## src/design/cdq_pkg.sv

```systemverilog
`timescale 1ns / 1ps
// ----------------------------------------------------------------------------
// cdq_pkg: shared types and constants of the circular deque core
// Operation and status codes, field widths and the control word that the
// top level broadcasts along the row of storage cells.
// ----------------------------------------------------------------------------
package cdq_pkg;

  localparam int DEPTH_DEF = 8;
  localparam int WORD_W    = 32;
  localparam int MODE_W    = 2;
  localparam int STATUS_W  = 2;
  localparam int OCC_W     = 3;

  typedef enum logic [MODE_W-1:0] {
    MODE_PUSH_FRONT = 2'd0,
    MODE_PUSH_BACK  = 2'd1,
    MODE_POP_FRONT  = 2'd2,
    MODE_POP_BACK   = 2'd3
  } mode_t;

  typedef enum logic [STATUS_W-1:0] {
    STATUS_DONE       = 2'd0,
    STATUS_PUSH_FULL  = 2'd1,
    STATUS_POP_EMPTY  = 2'd2
  } status_t;

  typedef struct packed {
    logic  en;
    mode_t mode;
  } cell_ctrl_t;

endpackage

```

## src/design/cdq_req_if.sv

```systemverilog
`timescale 1ns / 1ps
// ----------------------------------------------------------------------------
// cdq_req_if: operation channel of the circular deque core
// Carries one deque operation per beat under a valid/ready handshake.
// ----------------------------------------------------------------------------
interface cdq_req_if;
  logic                         valid;
  logic                         ready;
  logic [cdq_pkg::MODE_W-1:0]   mode;
  logic signed [cdq_pkg::WORD_W-1:0] value;

  modport source (output valid, output mode, output value, input ready);
  modport sink   (input valid, input mode, input value, output ready);
endinterface

```

## src/design/cdq_rsp_if.sv

```systemverilog
`timescale 1ns / 1ps
// ----------------------------------------------------------------------------
// cdq_rsp_if: result channel of the circular deque core
// Carries one result per beat under a valid/ready handshake.
// ----------------------------------------------------------------------------
interface cdq_rsp_if;
  logic                              valid;
  logic                              ready;
  logic signed [cdq_pkg::WORD_W-1:0] popped_value;
  logic [cdq_pkg::STATUS_W-1:0]      status;
  logic signed [cdq_pkg::WORD_W-1:0] front_value;
  logic signed [cdq_pkg::WORD_W-1:0] back_value;
  logic                              is_empty;
  logic                              is_full;
  logic [cdq_pkg::OCC_W-1:0]         occupancy;

  modport source (output valid, output popped_value, output status, output front_value,
                  output back_value, output is_empty, output is_full, output occupancy,
                  input ready);
  modport sink   (input valid, input popped_value, input status, input front_value,
                  input back_value, input is_empty, input is_full, input occupancy,
                  output ready);
endinterface

```

## src/design/cdq_cell.sv

```systemverilog
`timescale 1ns / 1ps
// ----------------------------------------------------------------------------
// cdq_cell: one storage cell of the deque row
// Holds one word and its valid bit, and takes data from either neighbour
// as the broadcast operation shifts the row towards the back or the front.
// ----------------------------------------------------------------------------
module cdq_cell (
  input  logic                       clk,
  input  logic                       rst,
  input  cdq_pkg::cell_ctrl_t        ctrl,
  input  logic [cdq_pkg::WORD_W-1:0] value,
  input  logic [cdq_pkg::WORD_W-1:0] prev_data,
  input  logic                       prev_valid,
  input  logic [cdq_pkg::WORD_W-1:0] next_data,
  input  logic                       next_valid,
  output logic [cdq_pkg::WORD_W-1:0] data,
  output logic                       valid
);

  always_ff @(posedge clk) begin
    if (rst) begin
      valid <= 1'b0;
    end else if (ctrl.en) begin
      unique case (ctrl.mode)
        cdq_pkg::MODE_PUSH_FRONT: valid <= prev_valid;
        cdq_pkg::MODE_PUSH_BACK:  valid <= prev_valid;
        cdq_pkg::MODE_POP_FRONT:  valid <= next_valid;
        cdq_pkg::MODE_POP_BACK:   valid <= next_valid;
      endcase
    end
  end

  always_ff @(posedge clk) begin
    if (ctrl.en) begin
      unique case (ctrl.mode)
        cdq_pkg::MODE_PUSH_FRONT: data <= prev_data;
        cdq_pkg::MODE_PUSH_BACK: begin
          if (!valid) data <= value;
        end
        cdq_pkg::MODE_POP_FRONT:  data <= next_data;
        cdq_pkg::MODE_POP_BACK:   data <= data;
      endcase
    end
  end

endmodule

```

## src/design/circular_deque_core.sv

```systemverilog
`timescale 1ns / 1ps
// ----------------------------------------------------------------------------
// circular_deque_core: double-ended queue of up to DEPTH-1 words
//
//   channel | direction | payload
//   req     | in        | mode, value
//   rsp     | out       | popped_value, status, front_value, back_value,
//           |           | is_empty, is_full, occupancy
//
// For each operation the row of cells shifts in a single step and the
// result is registered, so one beat is accepted per cycle while the
// result register is empty or being drained. A stalled result holds req off.
// Reset empties the deque; no clearing pass is needed.
// ----------------------------------------------------------------------------
module circular_deque_core #(
  parameter int DEPTH = cdq_pkg::DEPTH_DEF
) (
  input  logic clk,
  input  logic rst,
  cdq_req_if.sink   req,
  cdq_rsp_if.source rsp
);

  localparam int CAP = DEPTH - 1;
  localparam int CW  = $clog2(DEPTH);
  localparam int W   = cdq_pkg::WORD_W;

  logic [W-1:0]  cell_data [CAP];
  logic [CAP-1:0] cell_valid;
  logic [W-1:0]  nb_data   [CAP+1];
  logic [CAP:0]  nb_valid;
  logic [CAP-1:0] cell_last;

  logic [CW-1:0] count;
  logic [CW-1:0] count_next;
  logic [W-1:0]  front;
  logic [W-1:0]  front_next;
  logic [W-1:0]  back;
  logic [W-1:0]  back_next;
  logic [W-1:0]  penult;
  logic [W-1:0]  popped;
  logic [CW+2:0] occ_wide;

  logic                 accept;
  logic                 empty;
  logic                 full;
  logic                 single;
  cdq_pkg::mode_t       mode;
  cdq_pkg::status_t     status;
  cdq_pkg::cell_ctrl_t  ctrl;

  assign req.ready = !rsp.valid || rsp.ready;
  assign accept    = req.valid && req.ready;
  assign mode      = cdq_pkg::mode_t'(req.mode);
  assign empty     = (count == '0);
  assign full      = (count == CW'(CAP));
  assign single    = (count == CW'(1));

  genvar g;
  generate
    for (g = 0; g < CAP; g++) begin : g_cell
      cdq_cell u_cell (
        .clk       (clk),
        .rst       (rst),
        .ctrl      (ctrl),
        .value     (req.value),
        .prev_data ((g == 0) ? req.value : nb_data[(g == 0) ? 0 : g-1]),
        .prev_valid((g == 0) ? 1'b1 : nb_valid[(g == 0) ? 0 : g-1]),
        .next_data (nb_data[g+1]),
        .next_valid(nb_valid[g+1]),
        .data      (cell_data[g]),
        .valid     (cell_valid[g])
      );
      assign nb_data[g]   = cell_data[g];
      assign nb_valid[g]  = cell_valid[g];
      assign cell_last[g] = cell_valid[g] && !nb_valid[g+1];
    end
  endgenerate

  assign nb_data[CAP]  = '0;
  assign nb_valid[CAP] = 1'b0;

  always_comb begin
    penult = '0;
    for (int i = 0; i < CAP - 1; i++) begin
      penult = penult | (cell_data[i] & {W{cell_last[i+1]}});
    end
  end

  always_comb begin
    status     = cdq_pkg::STATUS_DONE;
    count_next = count;
    front_next = front;
    back_next  = back;
    popped     = '0;
    unique case (mode)
      cdq_pkg::MODE_PUSH_FRONT: begin
        if (full) begin
          status = cdq_pkg::STATUS_PUSH_FULL;
        end else begin
          count_next = count + CW'(1);
          front_next = req.value;
          if (empty) back_next = req.value;
        end
      end
      cdq_pkg::MODE_PUSH_BACK: begin
        if (full) begin
          status = cdq_pkg::STATUS_PUSH_FULL;
        end else begin
          count_next = count + CW'(1);
          back_next  = req.value;
          if (empty) front_next = req.value;
        end
      end
      cdq_pkg::MODE_POP_FRONT: begin
        if (empty) begin
          status = cdq_pkg::STATUS_POP_EMPTY;
        end else begin
          count_next = count - CW'(1);
          popped     = front;
          front_next = nb_valid[1] ? nb_data[1] : '0;
          if (single) back_next = '0;
        end
      end
      cdq_pkg::MODE_POP_BACK: begin
        if (empty) begin
          status = cdq_pkg::STATUS_POP_EMPTY;
        end else begin
          count_next = count - CW'(1);
          popped     = back;
          back_next  = single ? '0 : penult;
          if (single) front_next = '0;
        end
      end
    endcase
    ctrl.en   = accept && (status == cdq_pkg::STATUS_DONE);
    ctrl.mode = mode;
  end

  assign occ_wide = {3'b000, count_next};

  always_ff @(posedge clk) begin
    if (rst) begin
      count <= '0;
      front <= '0;
      back  <= '0;
    end else if (accept) begin
      count <= count_next;
      front <= front_next;
      back  <= back_next;
    end
  end

  always_ff @(posedge clk) begin
    if (rst) begin
      rsp.valid <= 1'b0;
    end else if (accept) begin
      rsp.valid <= 1'b1;
    end else if (rsp.ready) begin
      rsp.valid <= 1'b0;
    end
  end

  always_ff @(posedge clk) begin
    if (accept) begin
      rsp.popped_value <= popped;
      rsp.status       <= status;
      rsp.front_value  <= front_next;
      rsp.back_value   <= back_next;
      rsp.is_empty     <= (count_next == '0);
      rsp.is_full      <= (count_next == CW'(CAP));
      rsp.occupancy    <= occ_wide[cdq_pkg::OCC_W-1:0];
    end
  end

endmodule
```

## src/flat_wrapper.sv

```systemverilog
// flat-port wrapper written by rule: the top's interface ports become plain ports
module circular_deque_core_flat 
#(
  parameter int DEPTH = cdq_pkg::DEPTH_DEF
)
  (clk, rst, req_valid, req_mode, req_value, req_ready, rsp_valid, rsp_popped_value, rsp_status, rsp_front_value, rsp_back_value, rsp_is_empty, rsp_is_full, rsp_occupancy, rsp_ready);
  cdq_req_if req_i ();
  cdq_rsp_if rsp_i ();
  input  logic clk;
  input  logic rst;
  input wire logic [$bits(req_i.valid)-1:0] req_valid;
  input wire logic [$bits(req_i.mode)-1:0] req_mode;
  input wire logic [$bits(req_i.value)-1:0] req_value;
  output wire logic [$bits(req_i.ready)-1:0] req_ready;
  output wire logic [$bits(rsp_i.valid)-1:0] rsp_valid;
  output wire logic [$bits(rsp_i.popped_value)-1:0] rsp_popped_value;
  output wire logic [$bits(rsp_i.status)-1:0] rsp_status;
  output wire logic [$bits(rsp_i.front_value)-1:0] rsp_front_value;
  output wire logic [$bits(rsp_i.back_value)-1:0] rsp_back_value;
  output wire logic [$bits(rsp_i.is_empty)-1:0] rsp_is_empty;
  output wire logic [$bits(rsp_i.is_full)-1:0] rsp_is_full;
  output wire logic [$bits(rsp_i.occupancy)-1:0] rsp_occupancy;
  input wire logic [$bits(rsp_i.ready)-1:0] rsp_ready;
  assign req_i.valid = req_valid;
  assign req_i.mode = req_mode;
  assign req_i.value = req_value;
  assign req_ready = req_i.ready;
  assign rsp_valid = rsp_i.valid;
  assign rsp_popped_value = rsp_i.popped_value;
  assign rsp_status = rsp_i.status;
  assign rsp_front_value = rsp_i.front_value;
  assign rsp_back_value = rsp_i.back_value;
  assign rsp_is_empty = rsp_i.is_empty;
  assign rsp_is_full = rsp_i.is_full;
  assign rsp_occupancy = rsp_i.occupancy;
  assign rsp_i.ready = rsp_ready;
  circular_deque_core #(.DEPTH(DEPTH)) u_core (.clk(clk), .rst(rst), .req(req_i), .rsp(rsp_i));
endmodule
```

## config.mk

```make
export PLATFORM = sky130hd
export DESIGN_NAME = circular_deque_core_flat
export DESIGN_NICKNAME = d
export VERILOG_FILES = /design/src/design/cdq_pkg.sv /design/src/design/cdq_req_if.sv /design/src/design/cdq_rsp_if.sv /design/src/design/cdq_cell.sv /design/src/design/circular_deque_core.sv /design/src/flat_wrapper.sv
export SDC_FILE = /design/constraint.sdc
export NUM_CORES = 1
export LEC_CHECK = 0
export ABC_AREA = 1
export CAP_MARGIN = 0
export CORE_MARGIN = 5
export CORE_UTILIZATION = 25
export CTS_CLUSTER_SIZE = 8
export DETAILED_ROUTE_END_ITERATION = 10
export DONT_BUFFER_PORTS = 1
export GPL_ROUTABILITY_DRIVEN = 0
export PLACE_DENSITY_LB_ADDON = 0.12
export REMOVE_ABC_BUFFERS = 1
export SLEW_MARGIN = 20
export SYNTH_ARGS = -nofsm -noshare
export SYNTH_HDL_FRONTEND = slang
export SYNTH_SLANG_ARGS = --single-unit
```

## constraint.sdc

```tcl
create_clock -name clk -period 4.6 [get_ports clk]
set_clock_uncertainty 0.1 [all_clocks]
set_input_delay 0.92 -clock clk [delete_from_list [all_inputs] [get_ports clk]]
set_output_delay 0.92 -clock clk [all_outputs]
set_load 0.02 [all_outputs]
```

== Word level (Yosys, flattened, before mapping) ==
Cells that the tools add are included.

* Register bits after elaboration: 402
* Bits of input ports: 38
* Output and inout bits: 105
* Word-level logic and storage cells: 128

* Add/sub/neg operators: 2
* Equality and inequality tests: 13
* Mux-type cells: 48
* Bitwise gates (word level): 12
* Reductions and logical operators: 28

{| class="wikitable"
|+ Operators by type and width
! kind !! number
|-
| 2-to-1 mux 32 bit || 23
|-
| case mux 32 bit (3 select lines) || 7
|-
| case mux 32 bit (4 select lines) || 2
|-
| AND 32 bit || 6
|-
| bitwise OR 32 bit || 5
|-
| case mux 32 bit (2 select lines) || 1
|-
| AND reduction 3 bit || 7
|-
| inequality test 2 bit (second input constant) || 7
|-
| case mux 1 bit (2 select lines) || 7
|-
| logical AND 1 bit || 7
|-
| equality test 3 bit (second input constant) || 2
|-
| zero test 1 bit || 6
|-
| zero test 3 bit || 2
|-
| 2-to-1 mux 3 bit || 2
|-
| case mux 3 bit (2 select lines) || 1
|-
| equality test 2 bit (second input constant) || 2
|-
| zero test 2 bit || 2
|-
| case mux 2 bit (2 select lines) || 1
|-
| OR reduction 2 bit || 2
|-
| adder 3 x 1 -> 3 bit (second input constant) || 1
|-
| equality test 3 x 1 -> 1 bit (second input constant) || 1
|-
| 2-to-1 mux 1 bit || 3
|-
| subtractor 3 x 1 -> 3 bit (second input constant) || 1
|-
| equality test 2 x 1 -> 1 bit (second input constant) || 1
|-
| other kinds (4) || 4
|}

== Longest topological paths before layout ==
* Depth in word-level cells: 11
* Depth in mapped cells: 13
* Gate-level depth less buffers: 11

== Modules after synthesis ==
Synthesis repeated with hierarchy kept, for this count alone.

* Cell total of the unflattened synthesis: 3106
* Area, all modules: 26401.6 um2

{| class="wikitable"
|+ Modules (own cells, without submodules)
! module !! times used !! cells each !! area an instance (um2) !! seq. area each (um2)
|-
| circular_deque_core || 1 || 1769 || 11542.3 || 4454.3
|-
| cdq_cell (u_core.g_cell[0].u_cell ...) || 4 || 191 || 2183.3 || 980.9
|-
| cdq_cell (u_core.g_cell[4].u_cell ...) || 3 || 191 || 2042.0 || 980.9
|}

== Least setup slack after synthesis ==
No wires, ideal clock.

* Kind: input -> register
* Start point: in req_mode[0]
* End point: reg u_core.g_cell[0].u_cell.data[0] (netlist name), enable pin
* Data arrival time: 3.530 ns
* Data required time: 4.068 ns
* Slack: 0.539 ns
* Stages on the path: 8
* Cell sequence: inv_1 > ha_1 > buf_4 > nor2_4 > nor2_1 > nor2_4 > nand3_1 > a21oi_1

* Word-level cells in the longest chain between the ends: 6
* Elaborated cells on any way between the ends: 12
* Classes of those cells: 4 x eq/ne; 1 x mux; 1 x bitwise; 6 x reduce/logical

{| class="wikitable"
|+ RTL lines
! item !! line !! text
|-
| start, declared || flat_wrapper.sv:12 || <nowiki>input wire logic [$bits(req_i.mode)-1:0] req_mode;</nowiki>
|-
| equality test 2 bit, or another cell as far along || circular_deque_core.sv:96 || <nowiki>unique case (mode)</nowiki>
|-
| OR reduction 2 bit (no line) || - ||
|-
| case mux 2 bit (2 select lines) (*) || circular_deque_core.sv:96 ||
|-
| named net u_core.status[1] || circular_deque_core.sv:49 || <nowiki>cdq_pkg::status_t status;</nowiki>
|-
| zero test 2 bit (*) || circular_deque_core.sv:136 || <nowiki>ctrl.en = accept && (status == cdq_pkg::STATUS_DONE);</nowiki>
|-
| logical AND 1 bit (*) || circular_deque_core.sv:136 ||
|-
| AND reduction 3 bit (no line) (*) || - ||
|-
| end signal, assigned || cdq_cell.sv:38 || <nowiki>if (!valid) data <= value;</nowiki>
|-
| end signal, assigned || cdq_cell.sv:40 || <nowiki>cdq_pkg::MODE_POP_FRONT: data <= next_data;</nowiki>
|-
| end signal, assigned || cdq_cell.sv:41 || <nowiki>cdq_pkg::MODE_POP_BACK: data <= data;</nowiki>
|-
| end, declared || cdq_cell.sv:16 || <nowiki>output logic [cdq_pkg::WORD_W-1:0] data,</nowiki>
|}

The timed path passes the listed nets; every way through them passes the cells marked *.
A chain may end at the register's enable or synchronous reset.

== Final worst setup path ==
* Start point: reg u_core.count[2]
* End point: reg u_core.g_cell[4].u_cell.data[0] (netlist name), enable pin

* Word-level cells in the longest chain between the ends: 6
* Elaborated cells on any way between the ends: 8
* Classes of those cells: 1 x eq/ne; 3 x mux; 4 x reduce/logical

{| class="wikitable"
|+ RTL lines
! item !! line !! text
|-
| start, declared || circular_deque_core.sv:34 || <nowiki>logic [CW-1:0] count;</nowiki>
|-
| start signal, assigned || circular_deque_core.sv:148 || <nowiki>count <= count_next;</nowiki>
|-
| equality test 3 bit || circular_deque_core.sv:56 || <nowiki>assign full = (count == CW'(CAP));</nowiki>
|-
| 2-to-1 mux 1 bit || circular_deque_core.sv:98, circular_deque_core.sv:107 ||
|-
| case mux 2 bit (2 select lines) || circular_deque_core.sv:96 ||
|-
| named net u_core.status[0] || circular_deque_core.sv:49 ||
|-
| zero test 2 bit || circular_deque_core.sv:136 ||
|-
| logical AND 1 bit || circular_deque_core.sv:136 ||
|-
| AND reduction 3 bit (no line) || - ||
|-
| end signal, assigned || cdq_cell.sv:38 ||
|-
| end signal, assigned || cdq_cell.sv:40 ||
|-
| end signal, assigned || cdq_cell.sv:41 ||
|-
| end, declared || cdq_cell.sv:16 ||
|}

The timed path passes the listed nets, and every way through them passes these cells.

==> impl_metrics.py <==
metrics = {
    "pwr": {
        "p_leak_nw": 10.3,
        "p_clk_share_pct": 38.3,
        "p_seq_share_pct": 44.7,
        "power.net_switching_mw": 3.31,
        "p_int_mw": 7.26,
        "swShare_pct": 31.3,
        "vdd_ir_drop_max_mv": 0.267,
        "power_frac_comb_pct": 17.0,
        "pwr_density_cell_mw_per_mm2": 426,
    },
    "floorplanning": {
        "io_pins": 143,
        "fp.dieW_um": 306,
        "die_y_um": 306,
        "fp.coreArea_mm2": 0.0868,
        "start_util_pct": 25.2,
        "placementRows": 108,
        "die_area_mm2": 0.0935,
    },
    "yosys": {
        "synth-seq-area-share_pct": 51.8,
        "synth_cells": 2792,
        "synth_area_mm2": 0.0219,
        "yosys_warnings": 0,
        "synthArstFlopShare_pct": 0,
        "yosysUniqueCellTypes": 30,
        "ys.flop_type": "edfxtp_1",
        "avgSynthCellArea_um2": 7.83,
        "ys_ff_latch": 402,
        "synth_edf_count": 327,
    },
    "critical_path": {
        "endpoint_kind": "register",
        "r2r_end": "u_core.g_cell[4].u_cell.data[0]$_DFFE_PP_",
        "cp.arrival_ns": 3.29,
        "r2r_cells": 7,
        "crit_slowest_cell": "nand2_4",
        "critPathLaunchType": "register",
        "setup.worst_path.start": "u_core.count[2]$_SDFFE_PP0P_",
        "crit_fanout": 46,
        "max_stage_delay_ns": 0.59,
        "rr_startpoint": "u_core.count[2]$_SDFFE_PP0P_",
        "crit_type": "register to register",
        "worstPathCellList": "nand2_4, nor2_1, nor2_4, nand3_1, buf_4, a21oi_4, buf_12",
        "critical_path_buf_inv_count": 2,
        "r2r_slack_ns": 1.50,
        "required_ns": 4.79,
        "crit_family": "simple AND/OR/NAND/NOR gates",
    },
    "min_path": {
        "hold_depth": 1,
        "holdCritStartpoint": "rst",
        "holdPathEnd": "u_core.rsp.valid$_SDFFE_PP0P_",
        "hold_class": "input port to register",
    },
    "global_routing": {
        "grt_usage_pct": 16.9,
        "first_global_vias": 18600,
        "grt_pass1_wl_um": 122000,
        "grt_max_degree": 133,
        "antenna_found_initial": 0,
        "grt-ovfl-total": 0,
    },
    "timing": {
        "final.min_clock_period_ns": 3.10,
        "max_slew_margin_pct": 23.3,
        "fin_ws_ns": 1.50,
        "rsz0062_at_grt": "no",
        "fin_crit_sh_pct": 67.4,
        "slew_viol_final": 0,
        "holdWs_ns": 0.259,
        "hold_viol": 0,
        "fmax_mhz": 322,
        "worst_pin_slew_ns": 1.15,
        "setup_viol": 0,
    },
    "cts": {
        "postCtsSetupBuffers": 0,
        "cts_buffers": 57,
        "insertion_delay_ns": 0.62,
        "ctsLongestPathBuffers": 3,
        "cts_sinks": 402,
        "path_clk_slew_ns": 0.06,
        "cts_htree_levels": 2,
        "holdBufCountCts": 0,
        "cts_tree": "built",
        "root_buffer": "clkbuf_16",
        "cts_resized": 0,
    },
    "routing": {
        "num_vias": 19100,
        "drt_iter0_drc": 1529,
        "vias_per_cell": 4.88,
        "drtPass1Iterations": 5,
        "routedWlPerCell_um": 21.0,
        "drc": 0,
        "totalWireLength_um": 82200,
        "antenna_left": 0,
    },
    "outcome": {
        "status": "finished, final reports clean",
    },
    "placement": {
        "dp_cells": 3810,
        "pre_cts_ws_ns": 1.01,
        "hpwl_um": 48900,
        "post_dp_cell_area_mm2": 0.0231,
        "port-buffer-count": 0,
    },
    "final_layout": {
        "fin_util_pct": 28.6,
        "nets": 2760,
        "fin_area_mm2": 0.0248,
        "final_common_cell": "nand2_1",
        "syn_to_final_growth_pct": 13.3,
        "stdcell_count": 3917,
        "final_cell_mix": "nand2_1 (854), edfxtp_1 (327), inv_1 (317)",
        "register_area_mm2": 0.0113,
        "multiInputGateArea_mm2": 0.00860,
        "diodes": 0,
        "drive_gt1_share_pct": 6.19,
        "num-fill-cells": 9375,
    },
    "run": {
        "maxCapViolations": 0,
    },
}
cell usage after synthesis, types with 31 or more instances:
master	count	area, µm²
a21oi_1	239	1200
buf_2	56	280
clkbuf_1	96	360
dfxtp_1	75	1500
edfxtp_1	327	9820
inv_1	321	1200
nand2_1	859	3220
nand3_1	247	1240
nor2_1	169	634
o211ai_1	61	458
o21ai_0	193	966
o221ai_1	31	272
o22ai_1	31	194
per-stage QoR:
step                power (mW)  TNS (ns)
finish                    10.6         0
CTS                       10.8         0
global placement          6.59         0
detailed placement        6.61         0
global route              11.1         0
floorplan                 5.86  -1220.18
registers in the layout, summed over array words and instances (netlist names), 7 cells and up:
| name | flops |
|---|---|
| u_core.g_cell.u_cell.data | 224 |
| u_core.back | 32 |
| u_core.front | 32 |
| u_core.rsp.back_value | 32 |
| u_core.rsp.front_value | 32 |
| u_core.rsp.popped_value | 32 |
| u_core.g_cell.u_cell.valid | 7 |
how the worst max path moves through the flow:
stage | to | slack [ns] | cells past startpoint
global placement | u_core.g_cell[4].u_cell.data[14]$_DFFE_PP_ | 0.99 | 10
CTS | u_core.g_cell[4].u_cell.data[0]$_DFFE_PP_ | 1.43 | 7
floorplan | u_core.g_cell[0].u_cell.data[0]$_DFFE_PP_ | -3.45 | 6
finish | u_core.g_cell[4].u_cell.data[0]$_DFFE_PP_ | 1.50 | 7
detailed placement | u_core.g_cell[4].u_cell.data[14]$_DFFE_PP_ | 1.01 | 10
global route | u_core.g_cell[4].u_cell.data[0]$_DFFE_PP_ | 1.34 | 7
power groups by stage:
stage / registers (mW) / clock network [mW] / logic (mW)
6_report: 4.73 / 4.05 / 1.79
4_1_cts: 4.73 / 4.21 / 1.82
3_3_place_gp: 4.80 / 0 / 1.79
5_1_grt: 4.77 / 4.35 / 2.01
3_5_place_dp: 4.80 / 0 / 1.81
2_1_floorplan: 4.75 / 0 / 1.11
final cells by class:
class,instances,share of cell area (%)
flip-flops and latches,402,45.7
multi-input cells,1860,34.7
clock buffers,104,6.63
well taps,1155,5.83
inverters,345,5.26
repair buffers,48,1.81
clock inverters,3,0.0858
layer usage:
layer / track usage [%] / vias up / wire length, µm
li1: - / 9111 / -
met1: 22.7 / 9261 / 36700
met2: 28.4 / 627 / 39000
met3: 2.89 / 108 / 4620
met4: 4.57 / 0 / 1910
met5: 0 / - / 0
logic make-up after synthesis:
group,count (synthesis),synth area share (%)
buffers and inverters,530,9.66
AO/OA/AOI/OAI,567,14.4
adder cells (fa/ha/maj),8,0.458
flip-flops,402,51.8
XOR/XNOR,1,0.0400
AND/OR/NAND/NOR,1284,23.7
No activity file was read; power rests on OpenSTA's default activity.
